### src/rtl/sp_interp_pkg.sv
// Package for the setpoint interpolator: default widths, command codes and the
// command/status structs that join the controller and the datapath.
// No dependencies.
package sp_interp_pkg;

  localparam int TIME_BITS_DEF  = 48;
  localparam int VALUE_BITS_DEF = 32;
  localparam int TIMEOUT_W      = 32;

  localparam logic [TIMEOUT_W-1:0] TIMEOUT_RESET = 32'd1000000;

  localparam logic [1:0] CMD_ACCEPT = 2'd0;
  localparam logic [1:0] CMD_INTERP = 2'd1;
  localparam logic [1:0] CMD_RESET  = 2'd2;

  typedef struct packed {
    logic load;
    logic eval;
    logic prep;
    logic dsum;
    logic mul_step;
    logic div_step;
    logic hold;
    logic apply;
    logic out_load;
  } dp_cmd_t;

  typedef struct packed {
    logic [1:0] code;
    logic       go_ok;
    logic       d_zero;
  } dp_status_t;

endpackage

### src/rtl/sp_interp_ctrl.sv
// Controller of the setpoint interpolator: sequences one request through
// evaluation, serial multiply, serial divide and the result register.
// Depends on sp_interp_pkg.
module sp_interp_ctrl #(
  parameter int VALUE_BITS = sp_interp_pkg::VALUE_BITS_DEF
) (
  input  logic                      clk_i,
  input  logic                      rst_ni,
  input  logic                      in_valid_i,
  output logic                      in_stall_o,
  output logic                      out_valid_o,
  input  logic                      out_stall_i,
  output sp_interp_pkg::dp_cmd_t    cmd_o,
  input  sp_interp_pkg::dp_status_t status_i
);
  import sp_interp_pkg::*;

  localparam int QW   = VALUE_BITS + 1;
  localparam int CNTW = $clog2(QW);

  typedef enum logic [3:0] {
    S_IDLE,
    S_EVAL,
    S_PREP,
    S_DSUM,
    S_MUL,
    S_DIV,
    S_HOLD,
    S_APPLY,
    S_RESULT
  } state_e;

  state_e            state_q;
  logic [CNTW-1:0]   cnt_q;
  logic              out_valid_q;
  logic              last_step;
  logic              out_free;

  assign last_step   = (cnt_q == CNTW'(QW - 1));
  assign out_free    = !out_valid_q || !out_stall_i;
  assign in_stall_o  = (state_q != S_IDLE);
  assign out_valid_o = out_valid_q;

  always_comb begin
    cmd_o = '0;
    case (state_q)
      S_IDLE:   cmd_o.load     = in_valid_i;
      S_EVAL:   cmd_o.eval     = 1'b1;
      S_PREP:   cmd_o.prep     = 1'b1;
      S_DSUM:   cmd_o.dsum     = 1'b1;
      S_MUL:    cmd_o.mul_step = 1'b1;
      S_DIV:    cmd_o.div_step = 1'b1;
      S_HOLD:   cmd_o.hold     = 1'b1;
      S_APPLY:  cmd_o.apply    = 1'b1;
      S_RESULT: cmd_o.out_load = out_free;
      default:  cmd_o = '0;
    endcase
  end

  always_ff @(posedge clk_i or negedge rst_ni) begin
    if (!rst_ni) begin
      state_q     <= S_IDLE;
      cnt_q       <= '0;
      out_valid_q <= 1'b0;
    end else begin
      if (state_q == S_RESULT && out_free) begin
        out_valid_q <= 1'b1;
      end else if (out_valid_q && !out_stall_i) begin
        out_valid_q <= 1'b0;
      end
      case (state_q)
        S_IDLE: begin
          if (in_valid_i) state_q <= S_EVAL;
        end
        S_EVAL: begin
          state_q <= (status_i.code == CMD_INTERP) ? S_PREP : S_RESULT;
        end
        S_PREP: state_q <= S_DSUM;
        S_DSUM: begin
          cnt_q <= '0;
          if (!status_i.go_ok || status_i.d_zero) begin
            state_q <= S_HOLD;
          end else begin
            state_q <= S_MUL;
          end
        end
        S_MUL: begin
          if (last_step) begin
            cnt_q   <= '0;
            state_q <= S_DIV;
          end else begin
            cnt_q <= cnt_q + CNTW'(1);
          end
        end
        S_DIV: begin
          if (last_step) begin
            state_q <= S_APPLY;
          end else begin
            cnt_q <= cnt_q + CNTW'(1);
          end
        end
        S_HOLD:  state_q <= S_RESULT;
        S_APPLY: state_q <= S_RESULT;
        S_RESULT: begin
          if (out_free) state_q <= S_IDLE;
        end
        default: state_q <= S_IDLE;
      endcase
    end
  end

endmodule

### src/rtl/sp_interp_dp.sv
// Datapath of the setpoint interpolator: command and setpoint state, time
// checks, a shift-add multiplier and a restoring divider sharing one register.
// Depends on sp_interp_pkg.
module sp_interp_dp #(
  parameter int TIME_BITS  = sp_interp_pkg::TIME_BITS_DEF,
  parameter int VALUE_BITS = sp_interp_pkg::VALUE_BITS_DEF
) (
  input  logic                                   clk_i,
  input  logic                                   rst_ni,
  input  sp_interp_pkg::dp_cmd_t                 cmd_i,
  output sp_interp_pkg::dp_status_t              status_o,
  input  logic                                   timeout_ticks_we_i,
  input  logic [sp_interp_pkg::TIMEOUT_W-1:0]    timeout_ticks_i,
  input  logic [1:0]                             cmd_code_i,
  input  logic [TIME_BITS-1:0]                   now_time_i,
  input  logic signed [VALUE_BITS-1:0]           command_value_i,
  output logic signed [VALUE_BITS-1:0]           interpolated_value_o,
  output logic                                   held_o,
  output logic signed [VALUE_BITS-1:0]           last_command_o,
  output logic [TIME_BITS-1:0]                   command_time_o
);
  import sp_interp_pkg::*;

  localparam int  QW   = VALUE_BITS + 1;
  localparam bit  SAT  = (TIME_BITS >= 64);
  localparam int  DW   = SAT ? TIME_BITS : TIME_BITS + 1;
  localparam int  AW   = DW + QW;
  localparam int  CMPW = (TIME_BITS > TIMEOUT_W) ? TIME_BITS : TIMEOUT_W;

  logic [TIMEOUT_W-1:0]  timeout_q;
  logic [1:0]            code_q;
  logic [TIME_BITS-1:0]  now_q;
  logic [VALUE_BITS-1:0] val_q;

  logic [VALUE_BITS-1:0] stored_q;
  logic [VALUE_BITS-1:0] interp_q;
  logic [TIME_BITS-1:0]  cmd_time_q;
  logic [TIME_BITS-1:0]  period_q;
  logic [TIME_BITS-1:0]  interp_time_q;

  logic [TIME_BITS-1:0]  since_q;
  logic [TIME_BITS-1:0]  t_q;
  logic                  ge_q;
  logic                  per_ok_q;
  logic [TIME_BITS-1:0]  rest_q;
  logic                  win_ok_q;
  logic [QW-1:0]         mag_q;
  logic                  neg_q;
  logic [DW-1:0]         d_q;
  logic [AW-1:0]         acc_q;
  logic                  held_q;

  logic [VALUE_BITS-1:0] out_value_q;
  logic                  out_held_q;
  logic [VALUE_BITS-1:0] out_last_q;
  logic [TIME_BITS-1:0]  out_time_q;

  logic [TIME_BITS:0]    since_full;
  logic [TIME_BITS:0]    t_full;
  logic [TIME_BITS:0]    rest_full;
  logic                  per_ok;
  logic [QW-1:0]         diff;
  logic [QW-1:0]         mag;
  logic [TIME_BITS:0]    dsum;
  logic [DW-1:0]         d_next;
  logic [DW:0]           mul_sum;
  logic [DW:0]           r_sh;
  logic [DW:0]           r_sub;
  logic                  r_ge;
  logic [QW-1:0]         iv_ext;
  logic [QW-1:0]         iv_new;

  assign since_full = {1'b0, now_q} - {1'b0, cmd_time_q};
  assign t_full     = {1'b0, now_q} - {1'b0, interp_time_q};
  assign per_ok     = CMPW'(period_q) <= CMPW'(timeout_q);
  assign rest_full  = {1'b0, period_q} - {1'b0, since_q};
  assign diff       = {stored_q[VALUE_BITS-1], stored_q} - {interp_q[VALUE_BITS-1], interp_q};
  assign mag        = diff[QW-1] ? (~diff + QW'(1)) : diff;
  assign dsum       = {1'b0, t_q} + {1'b0, rest_q};
  assign d_next     = (SAT && dsum[TIME_BITS]) ? {DW{1'b1}} : dsum[DW-1:0];

  assign mul_sum = {1'b0, acc_q[AW-1:QW]} + (acc_q[0] ? (DW+1)'(t_q) : '0);
  assign r_sh    = {acc_q[AW-1:QW], acc_q[QW-1]};
  assign r_sub   = r_sh - {1'b0, d_q};
  assign r_ge    = (r_sh >= {1'b0, d_q});

  assign iv_ext = {interp_q[VALUE_BITS-1], interp_q};
  assign iv_new = neg_q ? (iv_ext - acc_q[QW-1:0]) : (iv_ext + acc_q[QW-1:0]);

  assign status_o.code   = code_q;
  assign status_o.go_ok  = ge_q && per_ok_q && win_ok_q;
  assign status_o.d_zero = (t_q == '0) && (rest_q == '0);

  assign interpolated_value_o = out_value_q;
  assign held_o               = out_held_q;
  assign last_command_o       = out_last_q;
  assign command_time_o       = out_time_q;

  always_ff @(posedge clk_i or negedge rst_ni) begin
    if (!rst_ni) begin
      timeout_q     <= TIMEOUT_RESET;
      stored_q      <= '0;
      interp_q      <= '0;
      cmd_time_q    <= '0;
      period_q      <= '0;
      interp_time_q <= '0;
    end else begin
      if (timeout_ticks_we_i) timeout_q <= timeout_ticks_i;
      if (cmd_i.eval) begin
        if (code_q == CMD_ACCEPT) begin
          period_q   <= since_full[TIME_BITS-1:0];
          cmd_time_q <= now_q;
          stored_q   <= val_q;
        end else if (code_q == CMD_RESET) begin
          stored_q      <= val_q;
          interp_q      <= val_q;
          period_q      <= '0;
          cmd_time_q    <= now_q;
          interp_time_q <= now_q;
        end
      end
      if (cmd_i.hold) begin
        interp_q      <= stored_q;
        interp_time_q <= now_q;
      end
      if (cmd_i.apply) begin
        interp_q      <= iv_new[VALUE_BITS-1:0];
        interp_time_q <= now_q;
      end
    end
  end

  always_ff @(posedge clk_i) begin
    if (cmd_i.load) begin
      code_q <= cmd_code_i;
      now_q  <= now_time_i;
      val_q  <= command_value_i;
      held_q <= 1'b0;
    end
    if (cmd_i.eval) begin
      since_q  <= since_full[TIME_BITS-1:0];
      t_q      <= t_full[TIME_BITS-1:0];
      ge_q     <= !since_full[TIME_BITS] && !t_full[TIME_BITS];
      per_ok_q <= per_ok;
    end
    if (cmd_i.prep) begin
      rest_q   <= rest_full[TIME_BITS-1:0];
      win_ok_q <= !rest_full[TIME_BITS];
      mag_q    <= mag;
      neg_q    <= diff[QW-1];
    end
    if (cmd_i.dsum) begin
      d_q   <= d_next;
      acc_q <= {{DW{1'b0}}, mag_q};
    end
    if (cmd_i.mul_step) begin
      acc_q <= {mul_sum, acc_q[QW-1:1]};
    end
    if (cmd_i.div_step) begin
      acc_q <= {(r_ge ? r_sub[DW-1:0] : r_sh[DW-1:0]), acc_q[QW-2:0], r_ge};
    end
    if (cmd_i.hold) held_q <= 1'b1;
    if (cmd_i.out_load) begin
      out_value_q <= interp_q;
      out_held_q  <= held_q;
      out_last_q  <= stored_q;
      out_time_q  <= cmd_time_q;
    end
  end

endmodule

### src/rtl/setpoint_interpolator_top.sv
// Setpoint interpolator: turns sparse position commands into a setpoint for
// every control tick.
// A request on the input channel carries a command code, a tick timestamp
// and a Q16.16 value; each request yields exactly one result on the output
// channel with the interpolated setpoint, the held flag, the stored command
// and its timestamp. The user must write the timeout register through its
// write enable only while the block is idle; the block does not enforce it.
// Accept, reset and the unused code go from evaluation straight to the
// result register. An interpolate request passes evaluation, preparation,
// the divisor sum, the bit-serial multiply and the restoring divide, which
// share one register and each take one bit per cycle, and the apply step; a
// held step goes through the hold step in place of multiply, divide and apply.
// One request is in work at a time; a new request is taken as soon as the
// previous result sits in the output register, even while it is stalled.
// When the receiver stalls, the result holds its value and the block stops
// before loading the next result. Reset clears the control state and the
// setpoint state to zero and sets the timeout to 1000000 ticks.
// Depends on sp_interp_pkg, sp_interp_ctrl and sp_interp_dp.
module setpoint_interpolator_top #(
  parameter int TIME_BITS  = sp_interp_pkg::TIME_BITS_DEF,
  parameter int VALUE_BITS = sp_interp_pkg::VALUE_BITS_DEF
) (
  input  logic                                clk_i,
  input  logic                                rst_ni,
  input  logic                                timeout_ticks_we_i,
  input  logic [sp_interp_pkg::TIMEOUT_W-1:0] timeout_ticks_i,
  input  logic                                in_valid_i,
  output logic                                in_stall_o,
  input  logic [1:0]                          cmd_i,
  input  logic [TIME_BITS-1:0]                now_time_i,
  input  logic signed [VALUE_BITS-1:0]        command_value_i,
  output logic                                out_valid_o,
  input  logic                                out_stall_i,
  output logic signed [VALUE_BITS-1:0]        interpolated_value_o,
  output logic                                held_o,
  output logic signed [VALUE_BITS-1:0]        last_command_o,
  output logic [TIME_BITS-1:0]                command_time_o
);
  import sp_interp_pkg::*;

  dp_cmd_t    dp_cmd;
  dp_status_t dp_status;

  sp_interp_ctrl #(
    .VALUE_BITS(VALUE_BITS)
  ) u_ctrl (
    .clk_i      (clk_i),
    .rst_ni     (rst_ni),
    .in_valid_i (in_valid_i),
    .in_stall_o (in_stall_o),
    .out_valid_o(out_valid_o),
    .out_stall_i(out_stall_i),
    .cmd_o      (dp_cmd),
    .status_i   (dp_status)
  );

  sp_interp_dp #(
    .TIME_BITS (TIME_BITS),
    .VALUE_BITS(VALUE_BITS)
  ) u_dp (
    .clk_i               (clk_i),
    .rst_ni              (rst_ni),
    .cmd_i               (dp_cmd),
    .status_o            (dp_status),
    .timeout_ticks_we_i  (timeout_ticks_we_i),
    .timeout_ticks_i     (timeout_ticks_i),
    .cmd_code_i          (cmd_i),
    .now_time_i          (now_time_i),
    .command_value_i     (command_value_i),
    .interpolated_value_o(interpolated_value_o),
    .held_o              (held_o),
    .last_command_o      (last_command_o),
    .command_time_o      (command_time_o)
  );

endmodule

### config.mk
export PLATFORM = sky130hd
export DESIGN_NAME = setpoint_interpolator_top
export DESIGN_NICKNAME = d
export VERILOG_FILES = /design/src/rtl/sp_interp_pkg.sv /design/src/rtl/sp_interp_ctrl.sv /design/src/rtl/sp_interp_dp.sv /design/src/rtl/setpoint_interpolator_top.sv
export SDC_FILE = /design/constraint.sdc
export NUM_CORES = 2
export LEC_CHECK = 0
export ABC_AREA = 1
export BUFFER_PORTS_ARGS = -buffer_cell sky130_fd_sc_hd__buf_2
export CAP_MARGIN = 20
export CORE_UTILIZATION = 27
export CTS_CLUSTER_SIZE = 8
export DETAILED_ROUTE_END_ITERATION = 8
export GPL_TIMING_DRIVEN = 0
export PLACE_DENSITY = 0.48
export SLEW_MARGIN = 30
export SYNTH_ARGS = -nofsm -noshare
export SYNTH_HDL_FRONTEND = slang
export SYNTH_SLANG_ARGS = --single-unit
### constraint.sdc
create_clock -name clk_i -period 8.16 [get_ports clk_i]
set_clock_uncertainty 0.05 [all_clocks]
set_input_delay 0.816 -clock clk_i [delete_from_list [all_inputs] [get_ports clk_i]]
set_output_delay 0.816 -clock clk_i [all_outputs]
set_load 0.03 [all_outputs]
==> results <==
- The flow ran to the end, and the final reports show no timing, DRC or antenna violations.
- The flip-flop and latch area is 0.0215 sq mm.
- The synthesized netlist net count is ~7600.
- The startpoint identified for the worst hold timing path is now_time_i[13].
- The worst voltage drop across the vdd grid is around 0.21 mV.
- The core region is between 0.15 and 0.2 sq mm.
- Counting the fill cells in the layout gives approximately 21000.
- Counting flops with a built-in enable in the synthesized netlist gives approximately 500.
- For this run, the detailed router's first-pass iteration total came to 6.
- The number of distinct standard cells referenced by the synthesized netlist is 65.
- The worst setup path is launched from a flip-flop.
- The effective utilization at floorplan is 27.3%.
- In this run the static leakage power is 0.0278 uW.
- The fraction of layout instances using a drive strength above 1 is under 10%.
- The remaining routing DRC violations is 0.
- Setup repair after global routing left no endpoint under its margin.
- For the pin with the worst max-slew slack, the measured transition is around 1000 ps.
- The final-report max-slew violation count is 0.
- After synthesis, the share of flip-flops with an asynchronous set or reset is between 30 and 40%.
- The data arrival time of the critical path is about 5000 ps.
- The weighted congestion reported at the end of routability-driven placement is approximately 1.
- The routed via count is 50000.
- The share of the core filled with cells is between 30% and 40%.
- The initial antenna violation count is 3.
- The number of endpoints with negative hold slack in the final report is 0.
- The cell count of the worst reg-to-reg path is 17.
- The setup check on the worst reg-to-reg path leaves a slack of 3670 ps.
- The maximum level of the CTS H-tree is 3.
- The total grt overflow is 0.
- The via count of the first global-routing pass is a little under 50000.
- The combined area of the multi-input logic cells is between 0.02 and 0.03 sq mm.
- The count of input and output buffers is roughly 230.
- The predominant post-synthesis flop cell is edfxtp_1.
- Compared with the post-synthesis result, the final layout area differs by 15.7%.
- The worst hold path terminates at u_dp.now_q[13].
- After the first detailed-routing iteration, the DRC count stood at roughly 4200.
- The startpoint-to-endpoint class of the critical path is reg2reg.
- In this run, placement finished with an instance count of 9962.
- For this run, the number of Yosys warnings is 0.
- TritonCTS built the clock tree.
- The number of setup violations in the final report is 0.
- The post-detailed-route via-to-cell ratio is approximately 4.9.
- For the finished layout, the period the worst path requires is 4490 ps.
- The highest attainable clock frequency is about 0.22 GHz.
- After clock tree synthesis, the clock-pin slew on the worst setup and hold paths is around 60 ps.
- After detailed routing, the average wire length per cell comes to between 20 and 25 um.
- The endpoint of the lowest-slack register-to-register path is u_dp.interp_q[17].
- The cell at the root of the clock tree is clkbuf_16.
- Sequential elements use about two fifths of the synthesized area.
- The I/O pin count is between 200 and 250.
- The synthesized instance count is between 7000 and 8000.
- The type of destination of the critical path is a flip-flop.
- The worst hold-check slack is around 190 ps.
- The power per unit of standard cell area is between 500 and 600 mW/mm^2.
- The final critical-path share of the clock period is between 50 and 60%.
- The count of nets after finishing is 7948.
- The die area is 0.201 sq mm.
- The tool flagged a number of max-cap violations equal to 0.
- Counting the buffers created by CTS gives between 100 and 150.
- The largest net degree at the start of global routing is 76.
- The placed wire-length estimate after detailed placement is 190000 um.
- The clock latency of the later-clocked register in the worst-skew pair is 740 ps.
- The tightest min-delay check is of the in2reg type.
- The top fanout value on the critical path is 5.
- The die is 449 um wide.
- For the worst setup path, the data required time is 8660 ps.
- The height of the chip is 449 um.
- In this run the cell area of the synthesized design comes to ~0.054 sq mm.
- Dividing the synthesized area by the synthesized cell count gives around 7.6 sq um.
- Counting instances, the worst hold path has a depth of 1.
- The number of non-filler instances in the completed layout is slightly above 10000.
- For this run, the total global-route usage over all layers was measured as a little over a fifth.
- The number of routed nets with antenna violations is 0.
- In this run the post-CTS setup repair buffer count came out at 0.
- The clock net in this run drives a total of roughly 760 sinks.
- The first-pass GRT wire length is around 320000 um.
- The total wirelength of the detailed-routed design is about 220000 um.
- The longest clock path from root to sink contains 3 buffers.
- The floorplan has approximately 160 rows.
- The tightest slew margin relative to the limit is just under 30%.
- The number of storage elements in the synthesis netlist is 759.
- The start of the worst register-to-register path is u_dp.acc_q[0].
## logic make-up after synthesis
group	Yosys count	synth area share, %
simple gates	2986	22.9
xor+xnor	272	4.42
mux	1	0.0209
flops	759	39.9
fa+ha+maj	396	9.30
compound gates	1433	14.9
buf+inv	1201	8.50
## Yosys cell counts, drive strengths merged, types with 71 or more instances
master  instances  area share, %
inv          1097            7.6
nor2          682            4.8
o21ai         569            5.3
nand3         319            3.0
dfrtp         244             11
nand2        1716             12
xor2          196            3.2
ha            388            9.0
xnor2          76            1.2
nor3           71           0.68
a21oi         523            4.9
a31oi          73           0.85
edfxtp        507             28
## power by group
part	internal [uW]	switching (uW)	leakage (uW)
clock network	2570	1780	0.00154
registers	6370	1600	0.00782
logic	5870	13600	0.0185
## metal layers
metal  share of wire (%)  global-route usage, %
met1                  47                   30.3
met2                  44                   33.5
met3                 5.5                   2.48
met4                 3.4                   7.50
met5                   0                      0
## worst max-delay path by stage
stage                      start                 to  cells past startpoint
2_1_floorplan  u_ctrl.state_q[3]  u_ctrl.state_q[1]                      5
3_3_place_gp   u_ctrl.state_q[3]  u_ctrl.state_q[1]                      5
3_5_place_dp       u_dp.acc_q[0]     u_dp.acc_q[80]                     18
4_1_cts            u_dp.acc_q[0]     u_dp.acc_q[80]                     18
5_1_grt            u_dp.acc_q[0]  u_dp.interp_q[27]                     21
6_report           u_dp.acc_q[0]  u_dp.interp_q[17]                     17
## layout by cell type (no fill, tap or decap), types with 138 or more instances in the layout
| cell type | n |
|---|---|
| dfrtp_1 | 244 |
| nand3_1 | 313 |
| clkbuf_1 | 138 |
| xor2_1 | 196 |
| o21ai_0 | 542 |
| edfxtp_1 | 507 |
| buf_2 | 246 |
| ha_1 | 388 |
| nand2_1 | 1698 |
| inv_1 | 1088 |
| a21oi_1 | 522 |
| nor2_1 | 667 |
## registers in the layout (all words and copies together) (netlist names), 33 cells and up
signal,flops
u_dp.acc_q,82
u_dp.d_q,49
u_dp.cmd_time_q,48
u_dp.command_time_o,48
u_dp.interp_time_q,48
u_dp.now_q,48
u_dp.period_q,48
u_dp.rest_q,48
u_dp.since_q,48
u_dp.t_q,48
u_dp.mag_q,33
## critical path, cell delays in order, from the launching register on
cell	delay, ps
edfxtp_1	540
inv_1	160
ha_1	190
nand3_1	110
nor3_1	150
inv_1	80
nor2_1	240
nand4_1	170
nand2_1	130
nand2_1	80
xor2_1	310
ha_1	350
a21oi_1	250
o21ai_0	220
a21oi_1	200
nand2_1	120
o21ai_0	780
a22oi_1	150
## metrics by stage
stage | setup WS (ps) | instance area [sq um] | setup TNS [ps] | total power, uW
after CTS | 3630 | 62300 | 0 | 31700
after global routing | 3220 | 62300 | 0 | 34000
after global placement | -2260 | 58400 | -718520 | 27100
after detailed placement | 3620 | 59100 | 0 | 27200
after floorplan | 1170 | 53900 | 0 | 19800
final | 3670 | 62300 | 0 | 31800
## timing repair
item	4_1_cts	5_1_grt
resized for setup	0	0
endpoints found under the hold margin	36	0
endpoints found under the setup margin	0	0
hold buffers	1	0
## layout make-up
class	count	area share [%]
Buffer	102	0.738
Antenna cell	4	0.0161
Inverter	1099	6.62
Clock buffer	182	4.85
Tap cell	2640	5.30
Clock inverter	11	0.349
Timing Repair Buffer	275	2.96
Sequential cell	759	34.5
Multi-Input combinational cell	5088	44.6
Power figures use the tool's default switching activity.
